$ cat src/rtl/tcs_pkg.sv
package tcs_pkg;

   // command codes on the request channel
   localparam logic [1:0] CMD_ARM       = 2'd0;
   localparam logic [1:0] CMD_CLEAR     = 2'd1;
   localparam logic [1:0] CMD_CLEAR_ALL = 2'd2;
   localparam logic [1:0] CMD_TICK      = 2'd3;

   // classified operations handed from the front to the back
   localparam logic [2:0] OP_ARM       = 3'd0;
   localparam logic [2:0] OP_CLEAR     = 3'd1;
   localparam logic [2:0] OP_CLEAR_ALL = 3'd2;
   localparam logic [2:0] OP_TICK      = 3'd3;
   localparam logic [2:0] OP_RECOMPUTE = 3'd4;

   localparam logic [15:0] NEXT_EXPIRE_CAP = 16'hFFFF;
   localparam logic [31:0] TICK_RESET      = 32'd1000;

   // widest timer index the queue entry carries (up to sixteen timers)
   localparam int unsigned IDX_MAX_W = 4;

   typedef struct packed {
      logic [1:0]  cmd;
      logic [2:0]  timer_index;
      logic [30:0] timeout;
   } req_type;

   typedef struct packed {
      logic        expired_valid;
      logic [2:0]  expired_index;
      logic        any_timer_on;
      logic [15:0] ticks_to_next;
      logic        last;
   } rsp_type;

   typedef struct packed {
      logic [2:0]           op;
      logic [IDX_MAX_W-1:0] idx;
      logic [30:0]          timeout;
   } op_entry_type;

endpackage

$ cat src/rtl/tcs_front.sv
module tcs_front import tcs_pkg::*; #(
   parameter int unsigned NUM_TIMERS = 6
) (
   input  logic         clock,
   input  logic         reset,
   input  logic         req_valid,
   output logic         req_stall,
   input  req_type      req_data,
   output logic         q_valid,
   output op_entry_type q_entry,
   input  logic         q_pop
);

   op_entry_type entry_ff [2];
   op_entry_type entry_in;
   logic         wr_ptr_ff, wr_ptr_in;
   logic         rd_ptr_ff, rd_ptr_in;
   logic [1:0]   count_ff, count_in;
   logic         push;
   logic [4:0]   idx_wide;
   logic         idx_ok;

   // classify: fold an arm or clear of a missing timer into a plain recompute
   always_comb begin
      idx_wide         = {2'b00, req_data.timer_index};
      idx_ok           = idx_wide < 5'(NUM_TIMERS);
      entry_in.idx     = IDX_MAX_W'(req_data.timer_index);
      entry_in.timeout = req_data.timeout;
      unique case (req_data.cmd)
         CMD_ARM:       entry_in.op = idx_ok ? OP_ARM : OP_RECOMPUTE;
         CMD_CLEAR:     entry_in.op = idx_ok ? OP_CLEAR : OP_RECOMPUTE;
         CMD_CLEAR_ALL: entry_in.op = OP_CLEAR_ALL;
         default:       entry_in.op = OP_TICK;
      endcase
   end

   assign req_stall = count_ff == 2'd2;
   assign push      = req_valid && !req_stall;
   assign q_valid   = count_ff != 2'd0;
   assign q_entry   = entry_ff[rd_ptr_ff];

   always_comb begin
      wr_ptr_in = push ? !wr_ptr_ff : wr_ptr_ff;
      rd_ptr_in = q_pop ? !rd_ptr_ff : rd_ptr_ff;
      count_in  = count_ff + {1'b0, push} - {1'b0, q_pop};
   end

   always_ff @(posedge clock) begin
      if (reset) begin
         wr_ptr_ff <= 1'b0;
         rd_ptr_ff <= 1'b0;
         count_ff  <= 2'd0;
      end else begin
         wr_ptr_ff <= wr_ptr_in;
         rd_ptr_ff <= rd_ptr_in;
         count_ff  <= count_in;
      end
   end

   always_ff @(posedge clock) begin
      if (push) begin
         entry_ff[wr_ptr_ff] <= entry_in;
      end
   end

endmodule

$ cat src/rtl/tcs_back.sv
module tcs_back import tcs_pkg::*; #(
   parameter int unsigned NUM_TIMERS = 6
) (
   input  logic         clock,
   input  logic         reset,
   input  logic         q_valid,
   input  op_entry_type q_entry,
   output logic         q_pop,
   output logic         rsp_valid,
   input  logic         rsp_stall,
   output rsp_type      rsp_data
);

   localparam int unsigned IW = (NUM_TIMERS > 1) ? $clog2(NUM_TIMERS) : 1;
   localparam logic [IW-1:0] LAST_IDX = IW'(NUM_TIMERS - 1);

   localparam logic [1:0] ST_IDLE   = 2'd0;
   localparam logic [1:0] ST_RECOMP = 2'd1;
   localparam logic [1:0] ST_SCAN   = 2'd2;
   localparam logic [1:0] ST_EMIT   = 2'd3;

   logic [1:0]            state_ff, state_in;
   logic [31:0]           tick_ff, tick_in;
   logic [NUM_TIMERS-1:0] mask_ff, mask_in;
   logic [NUM_TIMERS-1:0] fired_ff, fired_in;
   logic [15:0]           ne_ff, ne_in;
   logic                  flag_ff, flag_in;
   logic [IW-1:0]         cnt_ff, cnt_in;
   logic [31:0]           dl_ff [NUM_TIMERS];
   logic                  dl_we;
   logic [IW-1:0]         dl_waddr;
   logic [31:0]           dl_wdata;
   logic                  rsp_valid_ff, rsp_valid_in;
   rsp_type               rsp_ff, rsp_in;

   logic [31:0]           dl_sel;
   logic [31:0]           diff;
   logic [31:0]           window;
   logic                  last_step;
   logic                  out_free;
   logic [IW-1:0]         first_idx;
   logic [NUM_TIMERS-1:0] fired_rest;
   logic [IW-1:0]         op_idx;

   assign dl_sel    = dl_ff[cnt_ff];
   assign diff      = dl_sel - tick_ff;
   assign window    = diff - {16'd0, ne_ff};
   assign last_step = cnt_ff == LAST_IDX;
   assign out_free  = !rsp_valid_ff || !rsp_stall;
   assign op_idx    = q_entry.idx[IW-1:0];

   // lowest pending event goes out first
   always_comb begin
      first_idx = '0;
      for (int i = NUM_TIMERS - 1; i >= 0; i--) begin
         if (fired_ff[i]) begin
            first_idx = IW'(i);
         end
      end
      fired_rest = fired_ff & (fired_ff - NUM_TIMERS'(1));
   end

   always_comb begin
      state_in     = state_ff;
      tick_in      = tick_ff;
      mask_in      = mask_ff;
      fired_in     = fired_ff;
      ne_in        = ne_ff;
      flag_in      = flag_ff;
      cnt_in       = cnt_ff;
      dl_we        = 1'b0;
      dl_waddr     = op_idx;
      dl_wdata     = tick_ff + {1'b0, q_entry.timeout};
      q_pop        = 1'b0;
      rsp_valid_in = rsp_valid_ff && rsp_stall;
      rsp_in       = rsp_ff;
      unique case (state_ff)
         ST_IDLE: begin
            if (q_valid) begin
               q_pop    = 1'b1;
               fired_in = '0;
               cnt_in   = '0;
               ne_in    = NEXT_EXPIRE_CAP;
               flag_in  = 1'b0;
               state_in = ST_RECOMP;
               unique case (q_entry.op)
                  OP_ARM: begin
                     dl_we           = 1'b1;
                     mask_in[op_idx] = 1'b1;
                  end
                  OP_CLEAR:     mask_in[op_idx] = 1'b0;
                  OP_CLEAR_ALL: mask_in = '0;
                  OP_TICK: begin
                     tick_in = tick_ff + 32'd1;
                     ne_in   = ne_ff;
                     flag_in = flag_ff;
                     if (!flag_ff) begin
                        state_in = ST_EMIT;
                     end else if (ne_ff > 16'd1) begin
                        ne_in    = ne_ff - 16'd1;
                        state_in = ST_EMIT;
                     end else begin
                        ne_in    = 16'd0;
                        state_in = ST_SCAN;
                     end
                  end
                  default: ;
               endcase
            end
         end
         ST_RECOMP: begin
            if (mask_ff[cnt_ff] && window[31]) begin
               ne_in   = diff[31] ? 16'd0 : diff[15:0];
               flag_in = 1'b1;
            end
            if (last_step) begin
               cnt_in   = '0;
               state_in = ST_EMIT;
            end else begin
               cnt_in = cnt_ff + IW'(1);
            end
         end
         ST_SCAN: begin
            if (mask_ff[cnt_ff] && (diff == 32'd0 || diff[31])) begin
               mask_in[cnt_ff]  = 1'b0;
               fired_in[cnt_ff] = 1'b1;
            end
            if (last_step) begin
               cnt_in   = '0;
               ne_in    = NEXT_EXPIRE_CAP;
               flag_in  = 1'b0;
               state_in = ST_RECOMP;
            end else begin
               cnt_in = cnt_ff + IW'(1);
            end
         end
         default: begin
            if (out_free) begin
               rsp_valid_in         = 1'b1;
               rsp_in.any_timer_on  = flag_ff;
               rsp_in.ticks_to_next = ne_ff;
               if (fired_ff == '0) begin
                  rsp_in.expired_valid = 1'b0;
                  rsp_in.expired_index = 3'd0;
                  rsp_in.last          = 1'b1;
                  state_in             = ST_IDLE;
               end else begin
                  rsp_in.expired_valid = 1'b1;
                  rsp_in.expired_index = 3'(first_idx);
                  rsp_in.last          = fired_rest == '0;
                  fired_in             = fired_rest;
                  if (fired_rest == '0) begin
                     state_in = ST_IDLE;
                  end
               end
            end
         end
      endcase
   end

   always_ff @(posedge clock) begin
      if (reset) begin
         state_ff     <= ST_IDLE;
         tick_ff      <= TICK_RESET;
         mask_ff      <= '0;
         fired_ff     <= '0;
         ne_ff        <= NEXT_EXPIRE_CAP;
         flag_ff      <= 1'b0;
         cnt_ff       <= '0;
         rsp_valid_ff <= 1'b0;
      end else begin
         state_ff     <= state_in;
         tick_ff      <= tick_in;
         mask_ff      <= mask_in;
         fired_ff     <= fired_in;
         ne_ff        <= ne_in;
         flag_ff      <= flag_in;
         cnt_ff       <= cnt_in;
         rsp_valid_ff <= rsp_valid_in;
      end
   end

   always_ff @(posedge clock) begin
      rsp_ff <= rsp_in;
      if (dl_we) begin
         dl_ff[dl_waddr] <= dl_wdata;
      end
   end

   assign rsp_valid = rsp_valid_ff;
   assign rsp_data  = rsp_ff;

endmodule

$ cat src/rtl/tcp_connection_timer_set.sv
// Flow: an arm or clear goes from the queue through the recompute walk to the
//   result beat; a tick that expires nothing goes straight to the result beat;
//   a tick that runs out walks a scan, then a recompute, before the first event
//   beat, then one event beat per cycle while the receiver does not stall.
// The back takes one command at a time, the walks visiting one deadline a cycle.
// Reset: synchronous, active high; tick count 1000, all timers off, window 65535.
module tcp_connection_timer_set import tcs_pkg::*; #(
   parameter int unsigned NUM_TIMERS = 6
) (
   input  logic    clock,
   input  logic    reset,
   input  logic    req_valid,
   output logic    req_stall,
   input  req_type req_data,
   output logic    rsp_valid,
   input  logic    rsp_stall,
   output rsp_type rsp_data
);

   // Front: take request beats, turn each command into an operation and
   // hold up to two of them behind the one the back is working on; stall the
   // source only once both places are taken.
   logic         q_valid;
   logic         q_pop;
   op_entry_type q_entry;

   tcs_front #(
      .NUM_TIMERS (NUM_TIMERS)
   ) u_front (
      .clock     (clock),
      .reset     (reset),
      .req_valid (req_valid),
      .req_stall (req_stall),
      .req_data  (req_data),
      .q_valid   (q_valid),
      .q_entry   (q_entry),
      .q_pop     (q_pop)
   );

   // Back: own the timer state. Walk the deadlines one per cycle, first to
   // pick out expired timers on a run-out tick, then to rebuild the window,
   // and drain the events through a registered result beat.
   tcs_back #(
      .NUM_TIMERS (NUM_TIMERS)
   ) u_back (
      .clock     (clock),
      .reset     (reset),
      .q_valid   (q_valid),
      .q_entry   (q_entry),
      .q_pop     (q_pop),
      .rsp_valid (rsp_valid),
      .rsp_stall (rsp_stall),
      .rsp_data  (rsp_data)
   );

`ifndef ASSERT_OFF
   // never take an operation from an empty queue
   a_pop_nonempty : assert property (@(posedge clock) disable iff (reset)
      q_pop |-> q_valid)
      else $error("operation taken from empty queue");

   // only expiry events may be followed by more beats of the same command
   a_nonlast_is_event : assert property (@(posedge clock) disable iff (reset)
      (rsp_valid && !rsp_data.last) |-> rsp_data.expired_valid)
      else $error("status beat not marked last");

   // a status beat carries index zero
   a_status_index : assert property (@(posedge clock) disable iff (reset)
      (rsp_valid && !rsp_data.expired_valid) |-> (rsp_data.expired_index == 3'd0))
      else $error("status beat with nonzero index");

   // any result beat with no timer on reports the full window
   a_idle_window : assert property (@(posedge clock) disable iff (reset)
      (rsp_valid && !rsp_data.any_timer_on) |-> (rsp_data.ticks_to_next == 16'hFFFF))
      else $error("window shrunk with no timer on");
`endif

endmodule

$ cat config.mk
export PLATFORM = sky130hd
export DESIGN_NAME = tcp_connection_timer_set
export DESIGN_NICKNAME = d
export VERILOG_FILES = /design/src/rtl/tcs_pkg.sv /design/src/rtl/tcs_front.sv /design/src/rtl/tcs_back.sv /design/src/rtl/tcp_connection_timer_set.sv
export SDC_FILE = /design/constraint.sdc
export NUM_CORES = 1
export LEC_CHECK = 0
export BUFFER_PORTS_ARGS = -buffer_cell sky130_fd_sc_hd__buf_2
export CORE_ASPECT_RATIO = 1.1
export CORE_UTILIZATION = 60
export DETAILED_ROUTE_END_ITERATION = 10
export PLACE_DENSITY = 0.77
export SETUP_SLACK_MARGIN = 0.05
export SYNTH_ARGS = -nofsm -noshare
export SYNTH_HDL_FRONTEND = slang
export SYNTH_HIERARCHICAL = 1
export SYNTH_SLANG_ARGS = --single-unit
$ cat constraint.sdc
create_clock -name clock -period 9.8 [get_ports clock]
set_clock_uncertainty 0.1 [all_clocks]
set_input_delay 0.98 -clock clock [delete_from_list [all_inputs] [get_ports clock]]
set_output_delay 0.98 -clock clock [all_outputs]
set_load 0.02 [all_outputs]
Word level (Yosys, flattened, before mapping). Memory sizes are Yosys's and may differ from the RTL's. A register that Yosys moved wholly into a read port is not among the register bits. Index checks and enable logic that the tools add are counted.

Register bits after elaboration: 93. Latch bits: 0. Memory bits (writable): 266. ROM bits: 0. Input bits: 40. Output and inout bits: 24. Word-level logic and storage cells: 167. Memories kept: 2.

Memories: u_back.dl_ff (depth 6, width 32, rd ports 1, clocked after Yosys merged registers in 1, write ports 1, RTL line tcs_back.sv:29) `logic [31:0] dl_ff [NUM_TIMERS];`; u_front.entry_ff (depth 2, width 37, rd ports 1, clocked after Yosys merged registers in 1, write ports 1, RTL line tcs_front.sv:14) `op_entry_type entry_ff [2];`.

Add/sub/neg operators: 9. Multiply operators: 0. Divide/modulo/power cells: 0. Magnitude comparators: 6. Eq/ne operators: 18. Shifts and indexed selects: 0. Multiplexer cells: 66. Bitwise gates (word level): 9. Reductions and logical operators: 39.

Operator list (number): $mux W16 (7); $pmux W16 S3 (1); $mux W3 (12); $mux W6 (6); $pmux W6 S3 (2); $add A32 B1 Y32 const B (1); $add A32 B31 Y32 (1); $logic_not A32 Y1 (1); $sub A32 B16 Y32 (1); $sub A32 B32 Y32 (1); $mux W1 (21); $reduce_and A5 Y1 (4); $and A6 B6 Y6 (3); $gt A16 B1 Y1 const B (1); $mux W2 (8); $sub A16 B1 Y16 const B (1); $logic_not A6 Y1 (2); $not A6 Y6 (2); $or A6 B6 Y6 (2); $pmux W6 S2 (1); $pmux W3 S3 (1); $lt A3 B4 Y1 const B (2); $ne A2 B1 Y1 const B (4); $demux W1 S3 (2); other kinds (36) (60).

Longest topological paths before layout. Gate-level depths: netlist of the first run.

Word-level depth: 9. Mapped depth: 24. Gate-level depth less buffers: 21.

Hierarchy. The synthesis of the first run kept the hierarchy.

Modules (own cells, without submodules): tcs_back (times used 1, cells each 1495, area an instance 15939.0 um2, sequential area each 7827.5 um2); tcs_front (times used 1, cells each 147, area an instance 2937.8 um2, sequential area each 2322.2 um2).

Worst setup path after synthesis of the first run. No wires, ideal clock.

Path type: reg2reg. Start: register with a tool-made name. End: register u_back.ne_ff[10]. Setup time: 0.072 ns. Arrival: 5.439 ns. Required time: 9.628 ns. Slack: 4.189 ns. Cell stages (with the launch flop): 23. Buffers on the path: 4. Period minus slack after synthesis: 5.611 ns. Path through: dfxtp_1 > buf_2 > buf_1 > clkbuf_1 > mux2i_1 > a21oi_1 > ha_1 > a21o_1 > or4_1 > o211ai_1 > nand2_1 > xor2_1 > ha_1 > o21ai_0 > a31oi_1 > nor3_1 > nor2_1 > or3_1 > a31oi_1 > a2111oi_2 > nor3_4 > buf_8 > mux2i_1.

RTL lines: to (signal assigned) (RTL line tcs_back.sv:176) `ne_ff <= ne_in;`; to (decl) (RTL line tcs_back.sv:26) `logic [15:0] ne_ff, ne_in;`.

==> metrics.md, run 1 <==
| Metric | Value |
|---|---|
| Path type of the worst min-delay path | `reg2reg` |
| Cell chosen for the clock root | `clkbuf_16` |
| Final Setup Violations | `0` |
| Max stage delay on crit path | `0.85 ns` |
| Mapped Area | `18870 µm²` |
| First-pass GRT wire length | `65820 µm` |
| Worst Path Max Fanout | `34` |
| Endpoint required time on the critical path | `10.16 ns` |
| Area Growth Syn to Fin | `10.19%` |
| Time the worst path needs with I/O delays and setup | `6.576 ns` |
| Kind of end point of the critical path | `flop` |
| Worst ir drop on vdd | `0.0002171 V` |
| Net count of the mapped netlist | `1768` |
| Clock tree sinks | `363` |
| Design internal power | `0.003475 W` |
| Global-route total usage across every layer | `26.41%` |
| Core area | `30680 µm²` |
| Vias after detailed routing | `12900` |
| Synth warn | `6` |
| Gates resized, CTS repair | `0` |
| Global route total overflow | `0` |
| Antenna violations before repair | `0` |
| Worst-skew pair later-pin latency | `0.54 ns` |
| Die W | `171.1 µm` |
| Sum Neg Setup Slack | `0 ns` |
| Share of cells above drive strength 1 | `13.24%` |
| Average size of a mapped cell | `11.50 µm²` |
| CTS H-tree depth | `2` |
| Chip Height | `188.0 µm` |
| Clock tree from TritonCTS | `done` |
| Setup repair after global routing missed its margin | `false` |
| Final hold slack | `0.3738 ns` |
| Total power of the final layout | `0.005274 W` |
| Startpoint type of the worst setup path | `flop` |
| Wirelength per Cell | `19.35 µm` |
| Max transition margin | `27.19%` |
| Pins over their slew limit | `0` |
| Post-layout nets | `1824` |
| Boundary Pins | `64` |
| Total power divided by cell area | `253.7 nW/µm²` |
| Row Count | `67` |
| Cell family contributing the most delay on the critical path | `simple AND/OR/NAND/NOR gates` |
| Clock Path Buffers | `3` |
| DIE AREA | `32160 µm²` |
| List of cells traversed by the critical path | `buf_4 -> mux4_2 -> nor2_1 -> a21oi_1 -> ha_1 -> a2111oi_0 -> nand3b_1 -> a31oi_1 -> xnor2_1 -> ha_1 -> a21o_1 -> nand2_1 -> a31oi_1 -> nor3_1 -> nor2_1 -> or3_1 -> a31oi_1 -> a2111oi_2 -> nor3_4 -> mux2i_1` |
| Number of hold violations in the final report | `0` |
| Sequential power share | `38.3%` |
| CTS Hold Bufs | `0` |
| Cell count after synthesis | `1640` |
| Aggregate routed wire length | `41330 µm` |
| Top cell by count, worst path | `a31oi_1` |
| Post-CTS Setup Repair Bufs | `0` |
| Critical-path cell with the highest stage delay | `nor3_4` |
| Post-Route Utilization | `67.75%` |
| Initial core utilization | `61.49%` |
| Power spent charging and discharging nets | `0.001799 W` |
| Final clock period utilization by the worst path | `67.10%` |
| Post-route ant nets | `0` |
| Clk network pwr share | `27.0%` |
| Vias per inst | `6.038` |
| Arrival time reported for the critical path endpoint | `6.93 ns` |
| Category of the critical setup timing path | `reg2reg` |
| RePlAce Congestion | `0.9273` |
| Number of DRC violations after detailed routing | `0` |
| Combinational group share of total power | `34.8%` |
| Static Leakage | `7.630 nW` |
| Post-CTS clock slew at the launch and capture registers of the worst setup and hold paths | `0.06 ns` |
| Number of global-route vias before repair | `12440` |
| Pin slew with the least headroom to its limit | `1.088 ns` |
| # Max-Cap Violations | `0` |
| Count of port buffers added during placement | `63` |
| Pin count of the biggest net entering global routing | `89` |
| Run status | `completed` |
| Peak Freq | `152.1 MHz` |
| Number of standard cells in the layout, taps in and fillers out | `2136` |
| Number of instances in the placed design | `2071` |
| Number of violations reported at the end of detailed-routing iteration 0 | `1106` |
| Switching share of total power | `34.10%` |
| Final antenna diode count | `0` |
| Detailed Routing Iterations Pass 1 | `5` |
| DPL Wire Length | `27950 µm` |
| TritonCTS buffer count | `37` |
| Number of inserted filler cells in the final layout | `2280` |
| Worst path bufs/invs | `1` |
-- state kept, by name, indices dropped and copies added, names as in the netlist, 2 cells and up, named ones only --
register / count
u_back/fired_ff: 6
u_back/state_ff: 2
u_back/mask_ff: 6
u_front/count_ff: 2
u_back/tick_ff: 32
u_back/cnt_ff: 3
u_back/rsp_data: 22
u_back/dl_ff: 192
u_back/ne_ff: 16
u_front/entry_ff: 74
-- worst reg2reg max path, stage by stage, from the launching register on --
cell,delay (ns)
dfxtp_4,0.80
buf_4,0.63
mux4_2,0.57
nor2_1,0.10
a21oi_1,0.05
ha_1,0.35
a2111oi_0,0.45
nand3b_1,0.14
a31oi_1,0.26
xnor2_1,0.22
ha_1,0.32
a21o_1,0.18
nand2_1,0.07
a31oi_1,0.07
nor3_1,0.16
nor2_1,0.07
or3_1,0.34
a31oi_1,0.35
a2111oi_2,0.15
nor3_4,0.85
mux2i_1,0.28
-- final cells by class --
cell class | instances | area, µm² | share of cell area [%]
Clock inverter | 19 | 230.2 | 1.108
Multi-Input combinational cell | 1138 | 8180 | 39.35
Clock buffer | 46 | 989.7 | 4.761
Sequential cell | 363 | 10160 | 48.86
Inverter | 80 | 300.3 | 1.445
Timing Repair Buffer | 76 | 412.9 | 1.986
Tap cell | 414 | 518.0 | 2.492
-- placed cells by master, fill, tap and decap left out, types with 6 or more instances in the layout --
cell / instances
edfxtp_1: 288
nor2_1: 174
a21oi_1: 136
nand2_1: 110
ha_1: 86
inv_1: 79
dfxtp_1: 72
xnor2_1: 70
buf_2: 63
o21ai_0: 59
mux2i_1: 53
mux2_2: 39
clkbuf_16: 37
nor3_1: 34
nand3_1: 33
mux4_2: 32
a21o_1: 27
nor2b_1: 19
xor2_1: 19
nand2b_1: 17
and3_1: 16
a211oi_1: 16
o21a_1: 15
nand4_1: 14
buf_4: 13
nor4_1: 12
or3_1: 11
o211ai_1: 10
and2_1: 10
a31oi_1: 8
o21bai_1: 7
clkinv_1: 6
clkbuf_1: 6
nor3b_1: 6
and3b_1: 6
-- final timing paths --
path                                 startpoint            endpoint  slack, ns  depth (start not counted)
worst max-delay path                       flop     u_back/ne_ff[8]       3.22                         20
worst min-delay path            u_back/ne_ff[8]  u_back/rsp_data[9]       0.37                          0
worst max register to register             flop     u_back/ne_ff[8]       3.22                         20
worst min register to register  u_back/ne_ff[8]  u_back/rsp_data[9]       0.37                          0
-- through the flow --
stage	cell area, µm²	setup slack (ns)
final	20790	3.224
after global routing	20790	2.649
after CTS	20790	3.237
after floorplan	18870	4.189
after detailed placement	19570	3.260
after global placement	19570	3.405
-- power by group through the flow --
stage                     combinational, W  clock (W)  sequential [W]
after floorplan                    0.00145          0         0.00199
after global placement             0.00177          0         0.00204
after global routing               0.00202    0.00150         0.00203
final                              0.00183    0.00142         0.00202
after CTS                          0.00182    0.00144         0.00202
after detailed placement           0.00180          0         0.00205
-- layer usage --
layer	up-vias	global-route usage, %	part of all wire (%)
li1	6216	-	-
met1	6266	35.89	44
met2	360	44.59	49
met3	56	3.335	4.9
met4	0	7.143	1.9
met5	-	0	0
Power figures use the tool's default switching activity.
==> run 2, diff against run 1 <==
Clock period 9.8 ns to 6.1 ns, I/O delays scaled along.
==> metrics.md, run 2 (synthesis gave the netlist of run 1 again) <==
| Metric | Value |
|---|---|
| Count of port buffers added during placement | `63 (unchanged)` |
| Worst-skew pair later-pin latency | `0.53 ns (about the same)` |
| Number of DRC violations after detailed routing | `0 (unchanged)` |
| Pin count of the biggest net entering global routing | `89 (unchanged)` |
| Sum Neg Setup Slack | `0 ns (unchanged)` |
| Startpoint type of the worst setup path | `flop` |
| Die W | `171.1 µm (unchanged)` |
| Most common library cell in the layout ignoring fill and taps | `edfxtp_1` |
| RePlAce Congestion | `0.9453 (+1.9%)` |
| Run status | `completed` |
| Number of violations reported at the end of detailed-routing iteration 0 | `1220 (+10%)` |
| Power spent charging and discharging nets | `0.002960 W (+65%)` |
| Final Setup Violations | `0 (unchanged)` |
| Vias after detailed routing | `13120 (+1.8%)` |
| Core area | `30680 µm² (unchanged)` |
| Most crowded layer after global routing | `met2` |
| Design internal power | `0.005635 W (+62%)` |
| Biggest regs | `u_back/dl_ff: 192 flops, u_front/entry_ff: 74 flops, u_back/tick_ff: 32 flops` |
| Clock tree sinks | `363 (unchanged)` |
| R2R Setup Slk | `0.44 ns (-2.78 ns)` |
| Number of global-route vias before repair | `12760 (+2.6%)` |
| Combinational group share of total power | `35.6% (+0.8 points)` |
| Gates resized, CTS repair | `0 (unchanged)` |
| Commonest cells after routing, fill and taps aside | `edfxtp_1, nor2_1, a21oi_1, nand2_1, ha_1` |
| Clock tree from TritonCTS | `done` |
| Initial core utilization | `61.49% (unchanged)` |
| Total power divided by cell area | `410.2 nW/µm² (+62%)` |
| Max transition margin | `26.13% (-1.1 points)` |
| Count of cells along the worst hold path | `1 (+1)` |
| Clk network pwr share | `27.0% (about the same)` |
| Chip Height | `188.0 µm (unchanged)` |
| Global route total overflow | `0 (unchanged)` |
| Setup repair after global routing missed its margin | `false` |
| Static Leakage | `7.734 nW (+1.4%)` |
| Worst Hold Launch | `req_data[11]` |
| Aggregate routed wire length | `42100 µm (+1.9%)` |
| R2R Path End | `u_back/dl_ff[0][30]` |
| Wirelength per Cell | `19.54 µm (+0.97%)` |
| Number of inserted filler cells in the final layout | `2245 (-1.5%)` |
| Endpoint required time on the critical path | `6.19 ns (-3.97 ns)` |
| Switching share of total power | `34.44% (+0.34 points)` |
| Share of cells above drive strength 1 | `14.19% (+0.95 points)` |
| Vias per inst | `6.090 (+0.86%)` |
| Post-layout nets | `1839 (+0.82%)` |
| Area Growth Syn to Fin | `11.08%` |
| CTS H-tree depth | `2 (unchanged)` |
| Global Route met1 Usage | `36.31% (+0.42 points)` |
| Hold EP | `u_front/entry_ff[0][11]` |
| Cell chosen for the clock root | `clkbuf_16` |
| Worst Path Max Fanout | `15 (-56%)` |
| Category of the critical setup timing path | `reg2reg` |
| Post-CTS Setup Repair Bufs | `0 (unchanged)` |
| # Max-Cap Violations | `0 (unchanged)` |
| Number of cells traversed by the worst register-to-register path | `15 (-25%)` |
| Pins over their slew limit | `0 (unchanged)` |
| Antenna violations before repair | `0 (unchanged)` |
| First-pass GRT wire length | `67100 µm (+1.9%)` |
| DPL Wire Length | `29050 µm (+3.9%)` |
| TritonCTS buffer count | `38 (+2.7%)` |
| CTS Hold Bufs | `0 (unchanged)` |
| Global-route total usage across every layer | `26.77% (+0.36 points)` |
| Kind of end point of the critical path | `flop` |
| Max reg flops | `192 (unchanged)` |
| Clock Path Buffers | `3 (unchanged)` |
| Arrival time reported for the critical path endpoint | `5.75 ns (-1.18 ns)` |
| Total power of the final layout | `0.008595 W (+63%)` |
| Number of hold violations in the final report | `0 (unchanged)` |
| Sequential power share | `37.4% (-0.9 points)` |
| Detailed Routing Iterations Pass 1 | `7 (+2)` |
| Boundary Pins | `64 (unchanged)` |
| Peak Freq | `176.7 MHz (+16%)` |
| Met3 track demand over resource in global routing | `3.609% (+0.27 points)` |
| Setup slack after placement | `0.5190 ns (-2.741 ns)` |
| Met2 Usage GRT | `44.97% (+0.38 points)` |
| DIE AREA | `32160 µm² (unchanged)` |
| Time the worst path needs with I/O delays and setup | `5.659 ns (-0.9166 ns)` |
| Top register by number of flip-flops | `u_back/dl_ff` |
| Pin slew with the least headroom to its limit | `1.104 ns (+0.01589 ns)` |
| Row Count | `67 (unchanged)` |
| Path type of the worst min-delay path | `in2reg` |
| Final clock period utilization by the worst path | `92.78% (+26 points)` |
| Post-route ant nets | `0 (unchanged)` |
| Final worst slack | `0.4406 ns (-2.783 ns)` |
| Final antenna diode count | `0 (unchanged)` |
| Post-CTS clock slew at the launch and capture registers of the worst setup and hold paths | `0.06 ns (about the same)` |
| Worst ir drop on vdd | `0.0002861 V (+32%)` |
## run 2: worst max path at each step
| stage | startpoint | to | slack, ns | cells past startpoint |
|---|---|---|---|---|
| floorplan | flop | u_back/ne_ff[10] | 0.49 | 22 |
| global placement | flop | u_back/fired_ff[1] | 0.66 | 18 |
| detailed placement | flop | u_back/ne_ff[2] | 0.52 | 18 |
| CTS | flop | u_back/ne_ff[2] | 0.50 | 18 |
| global route | flop | u_back/dl_ff[0][30] | 0.16 | 15 |
| finish | flop | u_back/dl_ff[0][30] | 0.44 | 15 |
## run 2: metrics by stage
step                hold WS (ns)  cells  utilization [%]  area [µm²]
floorplan                 0.3308   1640                -       18870
global placement          0.3546   2082            64.04       19650
detailed placement        0.3617   2082            64.04       19650
CTS                       0.1439   2152            68.18       20920
global route              0.1416   2155            68.30       20960
finish                    0.1590   2155            68.30       20960
## run 2: layout make-up
class / count / area (µm²) / share of cell area, %
multi-input cells: 1138 / 8180 / 39.04
clock inverters: 19 / 198.9 / 0.9494
clock buffers: 51 / 1071 / 5.111
repair buffers: 90 / 530.5 / 2.532
flip-flops and latches: 363 / 10160 / 48.47
well taps: 414 / 518.0 / 2.472
inverters: 80 / 300.3 / 1.433
## run 2: power groups by stage
stage          clock, W  sequential, W  combinational (W)
2_1_floorplan         0        0.00320            0.00233
3_3_place_gp          0        0.00327            0.00288
3_5_place_dp          0        0.00328            0.00295
4_1_cts         0.00236        0.00323            0.00298
5_1_grt         0.00245        0.00324            0.00334
6_report        0.00232        0.00321            0.00306
## run 2: routing by layer
layer / wire, µm / vias up
li1: - / 6240
met1: 18060 / 6316
met2: 20270 / 486
met3: 2657 / 82
met4: 1116 / 0
met5: 0 / -
## run 2: worst max-delay path: stages, from the launching register on
cell	delay (ns)
dfxtp_2	0.62
mux2_2	0.25
ha_1	0.16
inv_1	0.05
fa_1	0.40
nor2b_1	0.14
o21ai_0	0.12
a21boi_0	0.30
o21ai_0	0.24
a21boi_0	0.42
o211a_1	0.28
a31oi_1	0.14
buf_4	0.18
o31ai_1	0.64
a21oi_1	0.35
o311ai_0	0.93
==> run 3, diff against run 2 <==
Settings changed: CORE_UTILIZATION 60 to 40, PLACE_DENSITY 0.77 to unset.
==> metrics.md, run 3 (synthesis gave the netlist of run 1 again) <==
| Metric | Value |
|---|---|
| Run status | `completed` |
| Met3 routed wirelength | `1993 µm (-25%)` |
| Instance area at placement | `19890 µm² (+1.2%)` |
| Post-CTS clock slew at the launch and capture registers of the worst setup and hold paths | `0.07 ns (about the same)` |
| Number of cells traversed by the worst register-to-register path | `19 (+4)` |
| Post-route ant nets | `0 (unchanged)` |
| Pins over their slew limit | `0 (unchanged)` |
| Total power of the final layout | `0.008690 W (+1.1%)` |
| Total power divided by cell area | `409.4 nW/µm² (-0.18%)` |
| Post-layout nets | `1838 (-0.054%)` |
| DPL Wire Length | `30350 µm (+4.5%)` |
| Path type of the worst min-delay path | `in2reg` |
| Startpoint type of the worst setup path | `flop` |
| Number of instances in the placed design | `2263 (+8.7%)` |
| Detailed Routing Iterations Pass 1 | `7 (unchanged)` |
| RePlAce Congestion | `0.8784 (-7.1%)` |
| CTS H-tree depth | `2 (unchanged)` |
| Aggregate routed wire length | `43530 µm (+3.4%)` |
| Worst ir drop on vdd | `0.0002369 V (-17%)` |
| Number of hold violations in the final report | `0 (unchanged)` |
| Clock Path Buffers | `3 (unchanged)` |
| Multi-input gate area | `8187 µm² (about the same)` |
| Count of cells along the worst hold path | `1 (unchanged)` |
| TritonCTS buffer count | `40 (+5.3%)` |
| Share of cells above drive strength 1 | `14.15% (-0.041 points)` |
| Worst Path Max Fanout | `22 (+7)` |
| Category of the critical setup timing path | `reg2reg` |
| Max reg flops | `192 (unchanged)` |
| Wire length on met1 | `19430 µm (+7.6%)` |
| Final Setup Violations | `0 (unchanged)` |
| Global route total overflow | `0 (unchanged)` |
| Clock tree from TritonCTS | `done` |
| Die W | `209.1 µm (+22%)` |
| Antenna violations before repair | `0 (unchanged)` |
| Global-route total usage across every layer | `18.37% (-8.4 points)` |
| Kind of end point of the critical path | `flop` |
| Initial core utilization | `40.46% (-21 points)` |
| # Max-Cap Violations | `0 (unchanged)` |
| List of cells traversed by the critical path | `buf_12 -> buf_4 -> mux4_2 -> nor2_1 -> a21oi_1 -> ha_1 -> a21oi_1 -> o21ai_0 -> a21o_1 -> a221o_1 -> a21oi_1 -> xor2_1 -> nand4_1 -> nor4_2 -> buf_4 -> o21bai_1 -> buf_4 -> o21ba_1 -> nor4_1` |
| Met2 routed wirelength | `20860 µm (+2.9%)` |
| Max transition margin | `25.99% (-0.13 points)` |
| Max stage delay on crit path | `0.52 ns (-0.41 ns)` |
| Final clock period utilization by the worst path | `90.91% (-1.9 points)` |
| Static Leakage | `7.741 nW (about the same)` |
| Cell chosen for the clock root | `clkbuf_16` |
| Number of violations reported at the end of detailed-routing iteration 0 | `750 (-39%)` |
| Count of port buffers added during placement | `63 (unchanged)` |
| Worst-skew pair later-pin latency | `0.57 ns (+0.04 ns)` |
| Final antenna diode count | `0 (unchanged)` |
| Post-route cell area | `21230 µm² (+1.3%)` |
| Storage element area | `10160 µm² (unchanged)` |
| Row Count | `83 (+24%)` |
| Number of inserted filler cells in the final layout | `4260 (+90%)` |
| CTS Hold Bufs | `0 (unchanged)` |
| Vias after detailed routing | `12740 (-2.9%)` |
| Chip Height | `229.8 µm (+22%)` |
| Time the worst path needs with I/O delays and setup | `5.546 ns (-0.1138 ns)` |
| First-pass GRT wire length | `69280 µm (+3.2%)` |
| Top register by number of flip-flops | `u_back/dl_ff` |
| Core area | `46630 µm² (+52%)` |
| Commonest cells after routing, fill and taps aside | `edfxtp_1, nor2_1, a21oi_1, nand2_1, ha_1` |
| Uppermost routed layer | `met4` |
| Clock tree sinks | `363 (unchanged)` |
| Area Growth Syn to Fin | `12.51%` |
| Biggest regs | `u_back/dl_ff: 192 flops, u_front/entry_ff: 74 flops, u_back/tick_ff: 32 flops` |
| Final hold slack | `0.1329 ns (-0.02618 ns)` |
| Pin count of the biggest net entering global routing | `89 (unchanged)` |
| Post-CTS Setup Repair Bufs | `0 (unchanged)` |
| Number of standard cells in the layout, taps in and fillers out | `2334 (+8.3%)` |
| Arrival time reported for the critical path endpoint | `5.91 ns (+0.16 ns)` |
| Sum Neg Setup Slack | `0 ns (unchanged)` |
| Gates resized, CTS repair | `0 (unchanged)` |
| DIE AREA | `48040 µm² (+49%)` |
| Boundary Pins | `64 (unchanged)` |
| Critical-path cell with the highest stage delay | `dfxtp_4` |
| Number of DRC violations after detailed routing | `0 (unchanged)` |
| Most common library cell in the layout ignoring fill and taps | `edfxtp_1` |
| Number of global-route vias before repair | `12540 (-1.7%)` |
| Peak Freq | `180.3 MHz (+2.1%)` |
| Wirelength per Cell | `18.65 µm (-4.5%)` |
| Endpoint required time on the critical path | `6.47 ns (+0.28 ns)` |
| Setup repair after global routing missed its margin | `false` |
| Pin slew with the least headroom to its limit | `1.082 ns (-0.02189 ns)` |
| Vias per inst | `5.458 (-10%)` |
==> run 3: cell types whose count changed in the layout (fill, tap and decap cells not counted), sizes merged <==
cell	change
buf	-3
bufinv	+1
==> run 3: metal layers <==
metal / global-route usage (%) / vias to the layer above
met2: 30.88 / 277
li1: - / 6245
met4: 6.503 / 0
met5: 0 / -
met3: 3.223 / 61
met1: 23.76 / 6156
==> run 3: area by class of cell <==
class / instances / share of cell area [%]
clock buffer: 51 / 5.158
clock inverter: 20 / 1.108
inverter: 80 / 1.415
multi-input combinational: 1138 / 38.57
sequential: 363 / 47.85
tap: 595 / 3.507
timing repair buffer: 87 / 2.393
==> run 3: through the flow <==
stage / setup WS, ns / util (%)
2_1_floorplan: 0.4894 / -
3_3_place_gp: 0.3874 / 42.65
3_5_place_dp: 0.3481 / 42.65
4_1_cts: 0.3004 / 45.51
5_1_grt: 0.1701 / 45.52
6_report: 0.5543 / 45.52
==> run 3: power by group <==
group          total, W  switching, W  internal [W]
combinational   0.00302       0.00182       0.00120
clock           0.00244      0.000988       0.00145
sequential      0.00323      0.000173       0.00306
==> run 3: worst max-delay path: cells and delay by family, from the launching register on <==
family / cells / cell delay (ns)
flip-flops: 1 / 0.52
AO/OA/AOI/OAI: 8 / 1.60
buffers and inverters: 4 / 0.92
adder cells (fa/ha/maj): 1 / 0.41
multiplexers: 1 / 0.52
AND/OR/NAND/NOR: 4 / 1.03
XOR/XNOR: 1 / 0.33
==> run 3: path summary, 6_finish.rpt <==
kind	slack, ns	from	endpoint
max	0.55	flop	u_back/fired_ff[1]
max reg2reg	0.55	flop	u_back/fired_ff[1]
min reg2reg	0.37	u_back/ne_ff[12]	u_back/rsp_data[13]
min	0.13	req_data[31]	u_front/entry_ff[1][31]
